**src/sbcp_pkg.sv**
```systemverilog
// ----------------------------------------------------------------------------
// sbcp_pkg
// Shared types and constants of the six-bit character set bit packer.
// ----------------------------------------------------------------------------
package sbcp_pkg;

    // Width of the longest bit string that one item appends.
    localparam int unsigned BitsW   = 19;
    // Most bytes that one item can release.
    localparam int unsigned MaxOut  = 3;

    // Character codes used by the classifier.
    localparam logic [7:0] ChrTab    = 8'd9;
    localparam logic [7:0] ChrCr     = 8'd15;
    localparam logic [7:0] ChrEsc    = 8'd27;
    localparam logic [7:0] ChrSpace  = 8'd32;
    localparam logic [7:0] ChrOpen   = 8'd40;
    localparam logic [7:0] ChrAt     = 8'd64;
    localparam logic [7:0] ChrUpperA = 8'd65;
    localparam logic [7:0] ChrUpperZ = 8'd90;
    localparam logic [7:0] ChrClose  = 8'd93;
    localparam logic [7:0] ChrLowerA = 8'd97;
    localparam logic [7:0] ChrLowerZ = 8'd122;
    localparam logic [7:0] ChrDel    = 8'd127;

    // Codes sent on the wire.
    localparam logic [5:0] CodeEscape  = 6'd32;
    localparam logic [6:0] CodeShift   = 7'd27;
    localparam logic [6:0] CodeEnd     = 7'd48;
    localparam logic [5:0] CodeEscChr  = 6'd62;
    localparam logic [5:0] CodeDelChr  = 6'd63;

    // Bit lengths of the three string shapes.
    localparam logic [4:0] LenCode  = 5'd6;
    localparam logic [4:0] LenEsc   = 5'd13;
    localparam logic [4:0] LenShift = 5'd19;

    // Encoder result: left-justified bits, their count and the next case mode.
    typedef struct packed {
        logic [BitsW-1:0] bits;
        logic [4:0]       len;
        logic             mode_next;
    } sbcp_enc_t;

    // Bytes released by one item.
    typedef struct packed {
        logic [MaxOut-1:0][7:0] bytes;
        logic [1:0]             count;
        logic                   padded;
    } sbcp_bundle_t;

endpackage

```
**src/sbcp_encoder.sv**
```systemverilog
// ----------------------------------------------------------------------------
// sbcp_encoder
// Classifies one input byte and forms the left-justified bit string it sends.
// ----------------------------------------------------------------------------
module sbcp_encoder (
    input  logic              [7:0] in_byte,
    input  logic                    end_of_stream,
    input  logic                    mode,
    output sbcp_pkg::sbcp_enc_t     enc
);
    import sbcp_pkg::*;

    logic       is_upper;
    logic       is_lower;
    logic       in_main;
    logic       in_ctrl;
    logic       in_set;
    logic       need_shift;
    logic [7:0] folded;
    logic [7:0] diff32;
    logic [7:0] diff8;
    logic [5:0] code;

    // Character classes.
    always_comb
    begin
        is_upper = (in_byte >= ChrUpperA) && (in_byte <= ChrUpperZ);
        is_lower = (in_byte >= ChrLowerA) && (in_byte <= ChrLowerZ);
        in_main  = (in_byte >= ChrOpen) && (in_byte <= ChrClose) && (in_byte != ChrAt);
        in_ctrl  = (in_byte >= ChrTab) && (in_byte <= ChrCr);
        in_set   = in_main || in_ctrl || is_lower || (in_byte == ChrSpace)
                   || (in_byte == ChrEsc) || (in_byte == ChrDel);
        need_shift = (is_upper && mode) || (is_lower && !mode);
    end

    // Six-bit code of an in-set byte; lower case letters fold to upper case.
    always_comb
    begin
        folded = is_lower ? (in_byte - ChrSpace) : in_byte;
        diff32 = folded - ChrSpace;
        diff8  = in_byte - 8'd8;
        if (is_lower || in_main)
        begin
            code = diff32[5:0];
        end
        else if (in_byte == ChrSpace)
        begin
            code = 6'd0;
        end
        else if (in_ctrl)
        begin
            code = diff8[5:0];
        end
        else if (in_byte == ChrEsc)
        begin
            code = CodeEscChr;
        end
        else
        begin
            code = CodeDelChr;
        end
    end

    // Bit string and case mode update.
    always_comb
    begin
        enc.mode_next = mode;
        if (end_of_stream)
        begin
            enc.bits = {CodeEscape, CodeEnd, 6'd0};
            enc.len  = LenEsc;
        end
        else if (!in_set)
        begin
            enc.bits = {CodeEscape, in_byte[6:0], 6'd0};
            enc.len  = LenEsc;
        end
        else if (need_shift)
        begin
            enc.bits      = {CodeEscape, CodeShift, code};
            enc.len       = LenShift;
            enc.mode_next = is_lower;
        end
        else
        begin
            enc.bits = {code, 13'd0};
            enc.len  = LenCode;
        end
    end

endmodule

```
**src/sbcp_packer.sv**
```systemverilog
// ----------------------------------------------------------------------------
// sbcp_packer
// Merges the pending partial byte with new bits and splits off whole bytes.
// ----------------------------------------------------------------------------
module sbcp_packer (
    input  sbcp_pkg::sbcp_enc_t     enc,
    input  logic                    end_of_stream,
    input  logic              [7:0] pend_bits,
    input  logic              [2:0] pend_cnt,
    output sbcp_pkg::sbcp_bundle_t  bundle,
    output logic              [7:0] pend_bits_next,
    output logic              [2:0] pend_cnt_next
);
    import sbcp_pkg::*;

    logic [31:0] window;
    logic [4:0]  total;
    logic [1:0]  whole;
    logic [7:0]  rest;

    // The new bits land right after the pending ones, most significant first.
    always_comb
    begin
        window = {pend_bits, 24'd0} | ({enc.bits, 13'd0} >> pend_cnt);
        total  = {2'd0, pend_cnt} + enc.len;
        whole  = total[4:3];
        case (whole)
            2'd0:    rest = window[31:24];
            2'd1:    rest = window[23:16];
            2'd2:    rest = window[15:8];
            default: rest = window[7:0];
        endcase
    end

    // Bytes released; an end item also flushes a partial byte as padded.
    always_comb
    begin
        bundle.bytes  = {window[15:8], window[23:16], window[31:24]};
        bundle.count  = whole;
        bundle.padded = 1'b0;
        pend_bits_next = rest;
        pend_cnt_next  = total[2:0];
        if (end_of_stream)
        begin
            pend_bits_next = 8'd0;
            pend_cnt_next  = 3'd0;
            if (total[2:0] != 3'd0)
            begin
                bundle.padded = 1'b1;
                bundle.count  = whole + 2'd1;
            end
        end
    end

endmodule

```
**src/sbcp_out_buffer.sv**
```systemverilog
// ----------------------------------------------------------------------------
// sbcp_out_buffer
// Holds the bytes of one item and hands them out one per accepted result.
// ----------------------------------------------------------------------------
module sbcp_out_buffer (
    input  logic                    clk,
    input  logic                    rst_n,
    input  logic                    load,
    input  sbcp_pkg::sbcp_bundle_t  bundle,
    output logic                    free,
    output logic                    out_valid,
    input  logic                    out_ready,
    output logic              [7:0] out_byte,
    output logic                    last_of_run,
    output logic                    padded_final
);
    import sbcp_pkg::*;

    logic         valid_reg;
    logic         valid_next;
    logic [1:0]   idx_reg;
    logic [1:0]   idx_next;
    sbcp_bundle_t bund_reg;
    sbcp_bundle_t bund_next;
    logic         is_last;

    // Result side.
    always_comb
    begin
        is_last      = (idx_reg == (bund_reg.count - 2'd1));
        out_valid    = valid_reg;
        out_byte     = bund_reg.bytes[idx_reg];
        last_of_run  = is_last;
        padded_final = bund_reg.padded && is_last;
        free         = !valid_reg || (out_ready && is_last);
    end

    // Step through the held bytes; take a new item once the last one leaves.
    always_comb
    begin
        valid_next = valid_reg;
        idx_next   = idx_reg;
        bund_next  = bund_reg;
        if (valid_reg && out_ready && !is_last)
        begin
            idx_next = idx_reg + 2'd1;
        end
        if (free)
        begin
            valid_next = load && (bundle.count != 2'd0);
            idx_next   = 2'd0;
            bund_next  = bundle;
        end
    end

    always_ff @(posedge clk or negedge rst_n)
    begin
        if (!rst_n)
        begin
            valid_reg <= 1'b0;
            idx_reg   <= 2'd0;
        end
        else
        begin
            valid_reg <= valid_next;
            idx_reg   <= idx_next;
        end
    end

    always_ff @(posedge clk)
    begin
        bund_reg <= bund_next;
    end

    // The byte index never runs past the bytes held.
    a_idx_range: assert property (@(posedge clk) disable iff (!rst_n)
        valid_reg |-> (idx_reg < bund_reg.count))
        else $error("byte index beyond held bytes");

    // A held item always carries at least one byte.
    a_count_nonzero: assert property (@(posedge clk) disable iff (!rst_n)
        valid_reg |-> (bund_reg.count != 2'd0))
        else $error("empty item held for output");

endmodule

```
**src/six_bit_charset_bit_packer_unit.sv**
```systemverilog
// ----------------------------------------------------------------------------
// six_bit_charset_bit_packer_unit
// Packs bytes into a six-bit character set bit stream, most significant first.
// ----------------------------------------------------------------------------
//  Channel  | Handshake            | Payload
//  ---------+----------------------+------------------------------------------
//  input    | in_valid / in_ready  | in_byte, end_of_stream
//  result   | out_valid / out_ready| out_byte, last_of_run, padded_final
//
// An item is encoded and packed straight from the input register, so its
// first byte shows from the result register once the item moves on. An
// item that releases k bytes (one to three) holds the result register until
// its last byte is accepted, so the rate is one item per cycle for items
// that release at most one byte while the result port does not stall; the
// single result port sets that figure. Reset clears the case mode, the
// partial byte and all valid flags. A stalled result port holds the result
// register, and the input register fills behind it before in_ready drops.
// ----------------------------------------------------------------------------
module six_bit_charset_bit_packer_unit (
    input  logic       clk,
    input  logic       rst_n,
    input  logic       in_valid,
    output logic       in_ready,
    input  logic [7:0] in_byte,
    input  logic       end_of_stream,
    output logic       out_valid,
    input  logic       out_ready,
    output logic [7:0] out_byte,
    output logic       last_of_run,
    output logic       padded_final
);
    import sbcp_pkg::*;

    logic         in_valid_reg;
    logic [7:0]   in_byte_reg;
    logic         eos_reg;
    logic         mode_reg;
    logic [7:0]   pend_bits_reg;
    logic [2:0]   pend_cnt_reg;
    logic [7:0]   pend_bits_next;
    logic [2:0]   pend_cnt_next;
    logic         buf_free;
    logic         advance;
    sbcp_enc_t    enc;
    sbcp_bundle_t bundle;

    // The item in the input register moves on once the result side is free.
    assign advance  = in_valid_reg && buf_free;
    assign in_ready = !in_valid_reg || buf_free;

    // Input register.
    always_ff @(posedge clk or negedge rst_n)
    begin
        if (!rst_n)
        begin
            in_valid_reg <= 1'b0;
        end
        else if (in_valid && in_ready)
        begin
            in_valid_reg <= 1'b1;
        end
        else if (advance)
        begin
            in_valid_reg <= 1'b0;
        end
    end

    always_ff @(posedge clk)
    begin
        if (in_valid && in_ready)
        begin
            in_byte_reg <= in_byte;
            eos_reg     <= end_of_stream;
        end
    end

    sbcp_encoder u_encoder (
        .in_byte       (in_byte_reg),
        .end_of_stream (eos_reg),
        .mode          (mode_reg),
        .enc           (enc)
    );

    sbcp_packer u_packer (
        .enc            (enc),
        .end_of_stream  (eos_reg),
        .pend_bits      (pend_bits_reg),
        .pend_cnt       (pend_cnt_reg),
        .bundle         (bundle),
        .pend_bits_next (pend_bits_next),
        .pend_cnt_next  (pend_cnt_next)
    );

    // Case mode and partial byte advance with each item.
    always_ff @(posedge clk or negedge rst_n)
    begin
        if (!rst_n)
        begin
            mode_reg      <= 1'b0;
            pend_bits_reg <= 8'd0;
            pend_cnt_reg  <= 3'd0;
        end
        else if (advance)
        begin
            mode_reg      <= eos_reg ? 1'b0 : enc.mode_next;
            pend_bits_reg <= pend_bits_next;
            pend_cnt_reg  <= pend_cnt_next;
        end
    end

    sbcp_out_buffer u_out_buffer (
        .clk          (clk),
        .rst_n        (rst_n),
        .load         (advance),
        .bundle       (bundle),
        .free         (buf_free),
        .out_valid    (out_valid),
        .out_ready    (out_ready),
        .out_byte     (out_byte),
        .last_of_run  (last_of_run),
        .padded_final (padded_final)
    );

    // Bits of the partial byte below the pending count stay zero.
    a_pend_clean: assert property (@(posedge clk) disable iff (!rst_n)
        ((pend_bits_reg << pend_cnt_reg) == 8'd0))
        else $error("stray bits in partial byte");

    // An end item returns the case mode and partial byte to reset.
    a_eos_clears: assert property (@(posedge clk) disable iff (!rst_n)
        (advance && eos_reg) |=> (pend_cnt_reg == 3'd0) && !mode_reg)
        else $error("end item left state behind");

    // A padded byte is always the last one of its item.
    a_pad_last: assert property (@(posedge clk) disable iff (!rst_n)
        (out_valid && padded_final) |-> last_of_run)
        else $error("padded byte not last of its item");

endmodule

```
**config.mk**
```make
export PLATFORM = sky130hd
export DESIGN_NAME = six_bit_charset_bit_packer_unit
export DESIGN_NICKNAME = d
export VERILOG_FILES = /design/src/sbcp_pkg.sv /design/src/sbcp_encoder.sv /design/src/sbcp_packer.sv /design/src/sbcp_out_buffer.sv /design/src/six_bit_charset_bit_packer_unit.sv
export SDC_FILE = /design/constraint.sdc
export NUM_CORES = 1
export LEC_CHECK = 0
export BUFFER_PORTS_ARGS = -buffer_cell sky130_fd_sc_hd__buf_2
export CAP_MARGIN = 20
export CELL_PAD_IN_SITES_DETAIL_PLACEMENT = 1
export CELL_PAD_IN_SITES_GLOBAL_PLACEMENT = 2
export CORE_MARGIN = 2
export CORE_UTILIZATION = 41
export CTS_CLUSTER_DIAMETER = 150
export CTS_CLUSTER_SIZE = 25
export DETAILED_ROUTE_END_ITERATION = 7
export HOLD_SLACK_MARGIN = 0.02
export PLACE_DENSITY_LB_ADDON = 0.1
export SYNTH_ARGS = -nofsm -noshare
export SYNTH_HDL_FRONTEND = slang
export SYNTH_HIERARCHICAL = 1
export SYNTH_SLANG_ARGS = --single-unit
```
**constraint.sdc**
```tcl
create_clock -name clk -period 4.9 [get_ports clk]
set_clock_uncertainty 0.1 [all_clocks]
set_input_delay 0.245 -clock clk [delete_from_list [all_inputs] [get_ports clk]]
set_output_delay 0.245 -clock clk [all_outputs]
set_load 0.05 [all_outputs]
```
Yosys cells after proc, flatten, opt, wreduce, memory -nomap -nowiden
Index checks and enable logic that the tools add are counted.

storage, ports and cells
  flip-flop bits (word level) = 52

cells by class
  reduce and logical (&&, ||, !) cells = 35
  mux-type cells = 22
  add/subtract/negate cells = 7
  shifts and indexed selects = 1
  equality and inequality tests = 7
  bitwise operators = 1
  order comparisons = 9

operators with widths
  cell                                                                number
  two-way mux 24 bit                                                  3
  bitwise OR 32 bit                                                   1
  right shift 32 x 3 -> 32 bit                                        1
  less-or-equal comparator 8 x 7 -> 1 bit (second input constant)     3
  two-way mux 6 bit                                                   4
  one-hot mux 8 bit (3 select lines)                                  1
  binary-select mux 8 bit (select 2 bit)                              1
  greater-or-equal comparator 8 x 7 -> 1 bit (second input constant)  2
  two-way mux 8 bit                                                   2
  logical AND 1 bit                                                   14
  subtractor 6 bit (second input constant)                            2
  nonzero test 2 bit                                                  5
  logical OR 1 bit                                                    9
  two-way mux 3 bit                                                   3
  equality test 8 x 5 -> 1 bit (second input constant)                1
  equality test 8 x 6 -> 1 bit (second input constant)                1
  equality test 8 x 7 -> 1 bit (second input constant)                1
  greater-or-equal comparator 8 x 4 -> 1 bit (second input constant)  1
  greater-or-equal comparator 8 x 6 -> 1 bit (second input constant)  1
  less-or-equal comparator 8 x 4 -> 1 bit (second input constant)     1
  inequality test 8 x 7 -> 1 bit (second input constant)              1
  two-way mux 1 bit                                                   6
  subtractor 6 x 4 -> 6 bit (second input constant)                   1
  adder 3 x 5 -> 5 bit                                                1
  other kinds (11)                                                    16

Depth between registers and ports, before layout
  depth after elaboration = 16
  mapped depth = 21
  gate-level depth less buffers = 18

Modules after synthesis
The synthesis kept the hierarchy.

modules (own cells, without submodules)
  module                           instances  seq. area each (µm²)  cells each  area an instance (µm²)
  sbcp_packer                      1          0.0                   160         1418.9
  sbcp_out_buffer                  1          885.8                 78          1198.6
  six_bit_charset_bit_packer_unit  1          595.6                 41          813.3
  sbcp_encoder                     1          0.0                   92          600.6

Worst setup path before layout
OpenSTA, ideal clock, no wires.

  path kind = reg-to-reg
  start point = reg in_byte_reg[4]
  end point = reg pend_bits_reg[3]
  buffers on the path = 3
  arrival time = 4.032 ns
  clock period less this slack = 4.257 ns
  required time = 4.675 ns
  cell stages (with the launch flop) = 21
  slack = 0.643 ns
  cells stage by stage = edfxtp_1 buf_2 inv_1 ha_1 nor4b_1 o21bai_2 o211a_4 nand2b_1 buf_4 and2_1 inv_1 fa_1 nor2b_1 o21ai_0 xnor2_1 ha_1 nor2_1 clkbuf_1 and3_1 a311o_1 mux2_4

RTL lines
  what                    line                                    source
  start, declared         six_bit_charset_bit_packer_unit.sv:35   logic [7:0] in_byte_reg;
  start signal, assigned  six_bit_charset_bit_packer_unit.sv:72   in_byte_reg <= in_byte;
  end signal, assigned    six_bit_charset_bit_packer_unit.sv:106  pend_bits_reg <= pend_bits_next;
  end, declared           six_bit_charset_bit_packer_unit.sv:38   logic [7:0] pend_bits_reg;

==> impl_results.html <==
<table>
<tr><th>Metric</th><th>Value</th></tr>
<tr><th colspan="2">Cells and area</th></tr>
<tr><td>Final layout net count</td><td>424</td></tr>
<tr><td>Layout cells sized above 1</td><td>0.237</td></tr>
<tr><td>Antenna diode count</td><td>0</td></tr>
<tr><td>Finished Core Util</td><td>0.463</td></tr>
<tr><td>Area of all placed cells without fillers</td><td>4470 µm²</td></tr>
<tr><td>Number of filler instances in the final layout</td><td>1122</td></tr>
<tr><td>P&amp;R area growth vs syn</td><td>10.8%</td></tr>
<tr><td>Flip-flop count of the largest register after layout</td><td>27</td></tr>
<tr><th colspan="2">Yosys</th></tr>
<tr><td>Async set or reset register ratio after synthesis</td><td>0.308</td></tr>
<tr><td>Post-synthesis cell count</td><td>371</td></tr>
<tr><td>Post-synth design cell area</td><td>4030 µm²</td></tr>
<tr><td>Distinct cell type count after synthesis</td><td>64</td></tr>
<tr><td>Synth Flop Type</td><td>sky130_fd_sc_hd__edfxtp_1</td></tr>
<tr><td>Net count of the mapped netlist</td><td>395</td></tr>
<tr><td>Number of enable-type register cells in the synthesized netlist</td><td>36</td></tr>
<tr><td>Synth Warn #</td><td>6</td></tr>
<tr><td>Share of synthesized area occupied by flip-flops and latches</td><td>0.367</td></tr>
<tr><td>Mean instance size in the synthesized netlist</td><td>10.9 µm²</td></tr>
<tr><td>FF+latch count, synth</td><td>52</td></tr>
<tr><th colspan="2">Place</th></tr>
<tr><td>Pre-CTS worst setup slack</td><td>0.343 ns</td></tr>
<tr><td>Post-place instance area</td><td>4240 µm²</td></tr>
<tr><td>Sum of net half-perimeters after detailed placement</td><td>7.92 mm</td></tr>
<tr><td>Port bufs</td><td>24</td></tr>
<tr><td>Routability-driven placement congestion ratio</td><td>0.886</td></tr>
<tr><th colspan="2">Setup path</th></tr>
<tr><td>Critical path required time</td><td>5.01 ns</td></tr>
<tr><td>Critical-path cell list</td><td>inv_1, ha_1, nor4b_1, o21bai_2, o211a_4, nand2b_1, and2_1, inv_1, fa_1, nor2b_1, o21ai_0, xnor2_1, ha_1, nor2_1, buf_4, nand2_1, nor2b_1, a311o_1, mux2_4</td></tr>
<tr><td>Critical path buffers and inverters</td><td>3</td></tr>
<tr><td>Max stage delay cell, worst path</td><td>sky130_fd_sc_hd__edfxtp_1</td></tr>
<tr><td>Worst path max stage delay</td><td>0.53 ns</td></tr>
<tr><td>Critical path peak fanout</td><td>11</td></tr>
<tr><td>Critical path launch point type</td><td>flop</td></tr>
<tr><td>Family of cells with the greatest summed delay on the critical path</td><td>simple AND/OR/NAND/NOR gates</td></tr>
<tr><td>Critical Setup Path Class</td><td>reg2reg</td></tr>
<tr><td>Critical Path Sink Type</td><td>flop</td></tr>
<tr><td>Worst-case register-to-register setup slack</td><td>0.38 ns</td></tr>
<tr><td>Worst Path Arrival</td><td>4.63 ns</td></tr>
<tr><th colspan="2">STA</th></tr>
<tr><td>Count of final setup violators</td><td>0</td></tr>
<tr><td>Final worst-path cycle share</td><td>0.921</td></tr>
<tr><td>Final count of pins violating max slew</td><td>0</td></tr>
<tr><td>Highest achievable clock rate</td><td>0.221 GHz</td></tr>
<tr><td>Worst slew margin relative to its limit</td><td>0.540</td></tr>
<tr><td>Smallest setup slack after layout</td><td>0.385 ns</td></tr>
<tr><td>RSZ-0062 raised after global routing</td><td>false</td></tr>
<tr><td>Transition at the pin with the smallest max-transition slack</td><td>0.689 ns</td></tr>
<tr><td>Post-route setup TNS</td><td>0 ns</td></tr>
<tr><td>Final worst path period need</td><td>4.52 ns</td></tr>
<tr><td>Final count of hold timing violations</td><td>0</td></tr>
<tr><th colspan="2">Clock network</th></tr>
<tr><td># clock sinks</td><td>52</td></tr>
<tr><td>PostCTS Resize Cnt</td><td>0</td></tr>
<tr><td>Clock latency reported for the late side of the worst-skew pair</td><td>0.32 ns</td></tr>
<tr><td>Root Buffer Master</td><td>sky130_fd_sc_hd__clkbuf_8</td></tr>
<tr><td>Clock tree from TritonCTS</td><td>done</td></tr>
<tr><td>TritonCTS buffer count</td><td>5</td></tr>
<tr><td>Clock transition at the register clock pins on the worst setup and hold paths after CTS</td><td>0.10 ns</td></tr>
<tr><td>H-tree levels</td><td>2</td></tr>
<tr><td>Buffer depth of the longest clock path</td><td>2</td></tr>
<tr><th colspan="2">Run status</th></tr>
<tr><td>Result of the run</td><td>complete, no violations</td></tr>
<tr><th colspan="2">Power and ir drop</th></tr>
<tr><td>Power consumption</td><td>3110 µW</td></tr>
<tr><td>Leak Pwr</td><td>0.00179 µW</td></tr>
<tr><td>Peak supply drop</td><td>241 µV</td></tr>
<tr><td>Ratio of total power to cell area</td><td>695 nW/µm²</td></tr>
<tr><th colspan="2">Detailed routing</th></tr>
<tr><td>WL final</td><td>10.2 mm</td></tr>
<tr><td>Routed vias/inst</td><td>5.62</td></tr>
<tr><td>First DRT Iteration DRCs</td><td>96</td></tr>
<tr><td># DRC</td><td>0</td></tr>
<tr><td>Highest metal layer with signal wires</td><td>met4</td></tr>
<tr><td>Routed wire length per instance</td><td>19.2 µm</td></tr>
<tr><td>First-pass iteration count of the detailed router</td><td>4</td></tr>
<tr><td>Number of nets with antenna violations after routing</td><td>0</td></tr>
<tr><td>Wire length the detailed router placed on met1</td><td>4.88 mm</td></tr>
<tr><td>Number of vias in the routed layout</td><td>2999</td></tr>
<tr><td>DR WL met3</td><td>267 µm</td></tr>
<tr><td>Total length of routed met2 wires</td><td>5.00 mm</td></tr>
<tr><th colspan="2">Global route</th></tr>
<tr><td>Total Routing Usage GR</td><td>0.205</td></tr>
<tr><td>Via count of the first global-routing pass</td><td>3072</td></tr>
<tr><td>Wire length of the first global-routing pass</td><td>16.6 mm</td></tr>
<tr><td>Number of antenna violations at the first check in global routing</td><td>0</td></tr>
<tr><td>Maximum number of pins on one net before global-route repair</td><td>34</td></tr>
<tr><td>Remaining Overflow, GRT</td><td>0</td></tr>
<tr><th colspan="2">Die</th></tr>
<tr><td>Number of core rows</td><td>36</td></tr>
<tr><td>I/O pin count</td><td>25</td></tr>
<tr><td>Die height</td><td>103 µm</td></tr>
<tr><td>Die Span X</td><td>103 µm</td></tr>
<tr><td>Initial cell density of the core</td><td>0.418</td></tr>
<tr><td>Die area</td><td>10600 µm²</td></tr>
<tr><td>Area inside the core boundary</td><td>9640 µm²</td></tr>
<tr><th colspan="2">Min path</th></tr>
<tr><td>Min-Delay Path Class</td><td>in2reg</td></tr>
<tr><th colspan="2">Run</th></tr>
<tr><td>Max-cap violations</td><td>0</td></tr>
</table>
==> cell families (layout without fill, tap and decap cells) <==
kind of cell | after synthesis | count (layout) | share of synthesized area
and+or+nand+nor | 114 | 114 | 0.153
AOI/OAI and AO/OA | 72 | 72 | 0.127
muxes | 72 | 72 | 0.250
DFF | 52 | 52 | 0.367
buffers and inverters | 45 | 75 | 0.0562
adders and majority gates | 11 | 11 | 0.0360
xor gates and xnor gates | 5 | 5 | 0.0109
==> layout make-up <==
type                       instances  area, µm²  share of cell area
timing repair buffer              44        298              0.0667
clock buffer                       5       68.8              0.0154
multi-input combinational        274       2320               0.520
tap                              133        166              0.0373
clock inverter                     3       42.5             0.00952
inverter                          23       86.3              0.0193
sequential                        52       1480               0.332
==> cell usage in the layout, fill, tap and decap left out, types with 3 or more instances in the layout <==
cell	instances
sky130_fd_sc_hd__nor3b_1	5
sky130_fd_sc_hd__a21o_1	3
sky130_fd_sc_hd__buf_4	9
sky130_fd_sc_hd__dfrtp_1	16
sky130_fd_sc_hd__nand2_1	26
sky130_fd_sc_hd__edfxtp_1	36
sky130_fd_sc_hd__mux2i_1	24
sky130_fd_sc_hd__buf_2	24
sky130_fd_sc_hd__dlygate4sd3_1	11
sky130_fd_sc_hd__nand3_1	12
sky130_fd_sc_hd__o21ai_1	8
sky130_fd_sc_hd__nor3_1	3
sky130_fd_sc_hd__clkbuf_8	5
sky130_fd_sc_hd__and3_1	5
sky130_fd_sc_hd__a21oi_1	13
sky130_fd_sc_hd__inv_1	23
sky130_fd_sc_hd__mux2_4	10
sky130_fd_sc_hd__o211ai_1	3
sky130_fd_sc_hd__nor2_1	20
sky130_fd_sc_hd__mux4_2	14
sky130_fd_sc_hd__mux2_1	5
sky130_fd_sc_hd__nand2b_1	10
sky130_fd_sc_hd__nor2b_1	7
sky130_fd_sc_hd__and2_1	6
sky130_fd_sc_hd__o21ai_0	17
sky130_fd_sc_hd__ha_1	10
sky130_fd_sc_hd__or3_1	4
sky130_fd_sc_hd__xnor2_1	5
sky130_fd_sc_hd__nor3_2	3
sky130_fd_sc_hd__mux2_2	17
sky130_fd_sc_hd__o31ai_1	4
==> routing by layer <==
metal,up-vias,track usage
li1,1440,-
met1,1500,0.274
met2,50,0.354
met3,9,0.0292
met4,0,0.0466
met5,-,0
==> worst reg2reg max path, stage by stage (launching register included) <==
cell,delay (ns)
sky130_fd_sc_hd__edfxtp_1,0.53
sky130_fd_sc_hd__inv_1,0.18
sky130_fd_sc_hd__ha_1,0.19
sky130_fd_sc_hd__nor4b_1,0.40
sky130_fd_sc_hd__o21bai_2,0.16
sky130_fd_sc_hd__o211a_4,0.20
sky130_fd_sc_hd__nand2b_1,0.09
sky130_fd_sc_hd__and2_1,0.15
sky130_fd_sc_hd__inv_1,0.07
sky130_fd_sc_hd__fa_1,0.45
sky130_fd_sc_hd__nor2b_1,0.12
sky130_fd_sc_hd__o21ai_0,0.10
sky130_fd_sc_hd__xnor2_1,0.31
sky130_fd_sc_hd__ha_1,0.32
sky130_fd_sc_hd__nor2_1,0.09
sky130_fd_sc_hd__buf_4,0.18
sky130_fd_sc_hd__nand2_1,0.13
sky130_fd_sc_hd__nor2b_1,0.07
sky130_fd_sc_hd__a311o_1,0.33
sky130_fd_sc_hd__mux2_4,0.27
==> stage by stage <==
| stage | instances | hold WS, ns |
|---|---|---|
| 2_1_floorplan | 371 | -0.151 |
| 3_3_place_gp | 514 | 0.118 |
| 3_5_place_dp | 514 | 0.132 |
| 4_1_cts | 533 | 0.128 |
| 5_1_grt | 534 | 0.163 |
| 6_report | 534 | 0.143 |
==> worst paths after layout <==
path,start,to,cells past startpoint
max,in_byte_reg[4],pend_bits_reg[2],19
min,out_ready,u_out_buffer/idx_reg[0],3
max reg2reg,in_byte_reg[4],pend_bits_reg[2],19
min reg2reg,pend_bits_reg[7],pend_bits_reg[7],1
max in group asynchronous,rst_n,pend_bits_reg[6],2
min in group asynchronous,rst_n,pend_bits_reg[1],2
==> report_power, final <==
| part | internal, µW | leakage (µW) | switching, µW |
|---|---|---|---|
| logic | 740 | 0.00117 | 1200 |
| registers | 737 | 0.000561 | 130 |
| clock network | 151 | 0.0000541 | 146 |
==> synth_stat cells, drive strengths merged (6+ instances only) <==
cell type  instances  area [µm²]
a21oi             13        65.1
and2               6        37.5
buf               14         109
clkbuf             8        31.3
dfrtp             16         400
edfxtp            36        1080
ha                10         125
inv               23        86.3
mux2              32         398
mux2i             24         240
mux4              16         368
nand2             27         104
nand2b            10        62.6
nand3             12        60.1
nor2              20        75.1
nor2b              7        43.8
nor3               6        45.0
o21ai             25         125
==> timing repair <==
item	4_1_cts	5_1_grt
setup buffers	0	1
endpoints found under the hold margin	26	0
hold buffers	11	0
setup endpoints to repair	0	1
(Power assumes the default switching activity.)
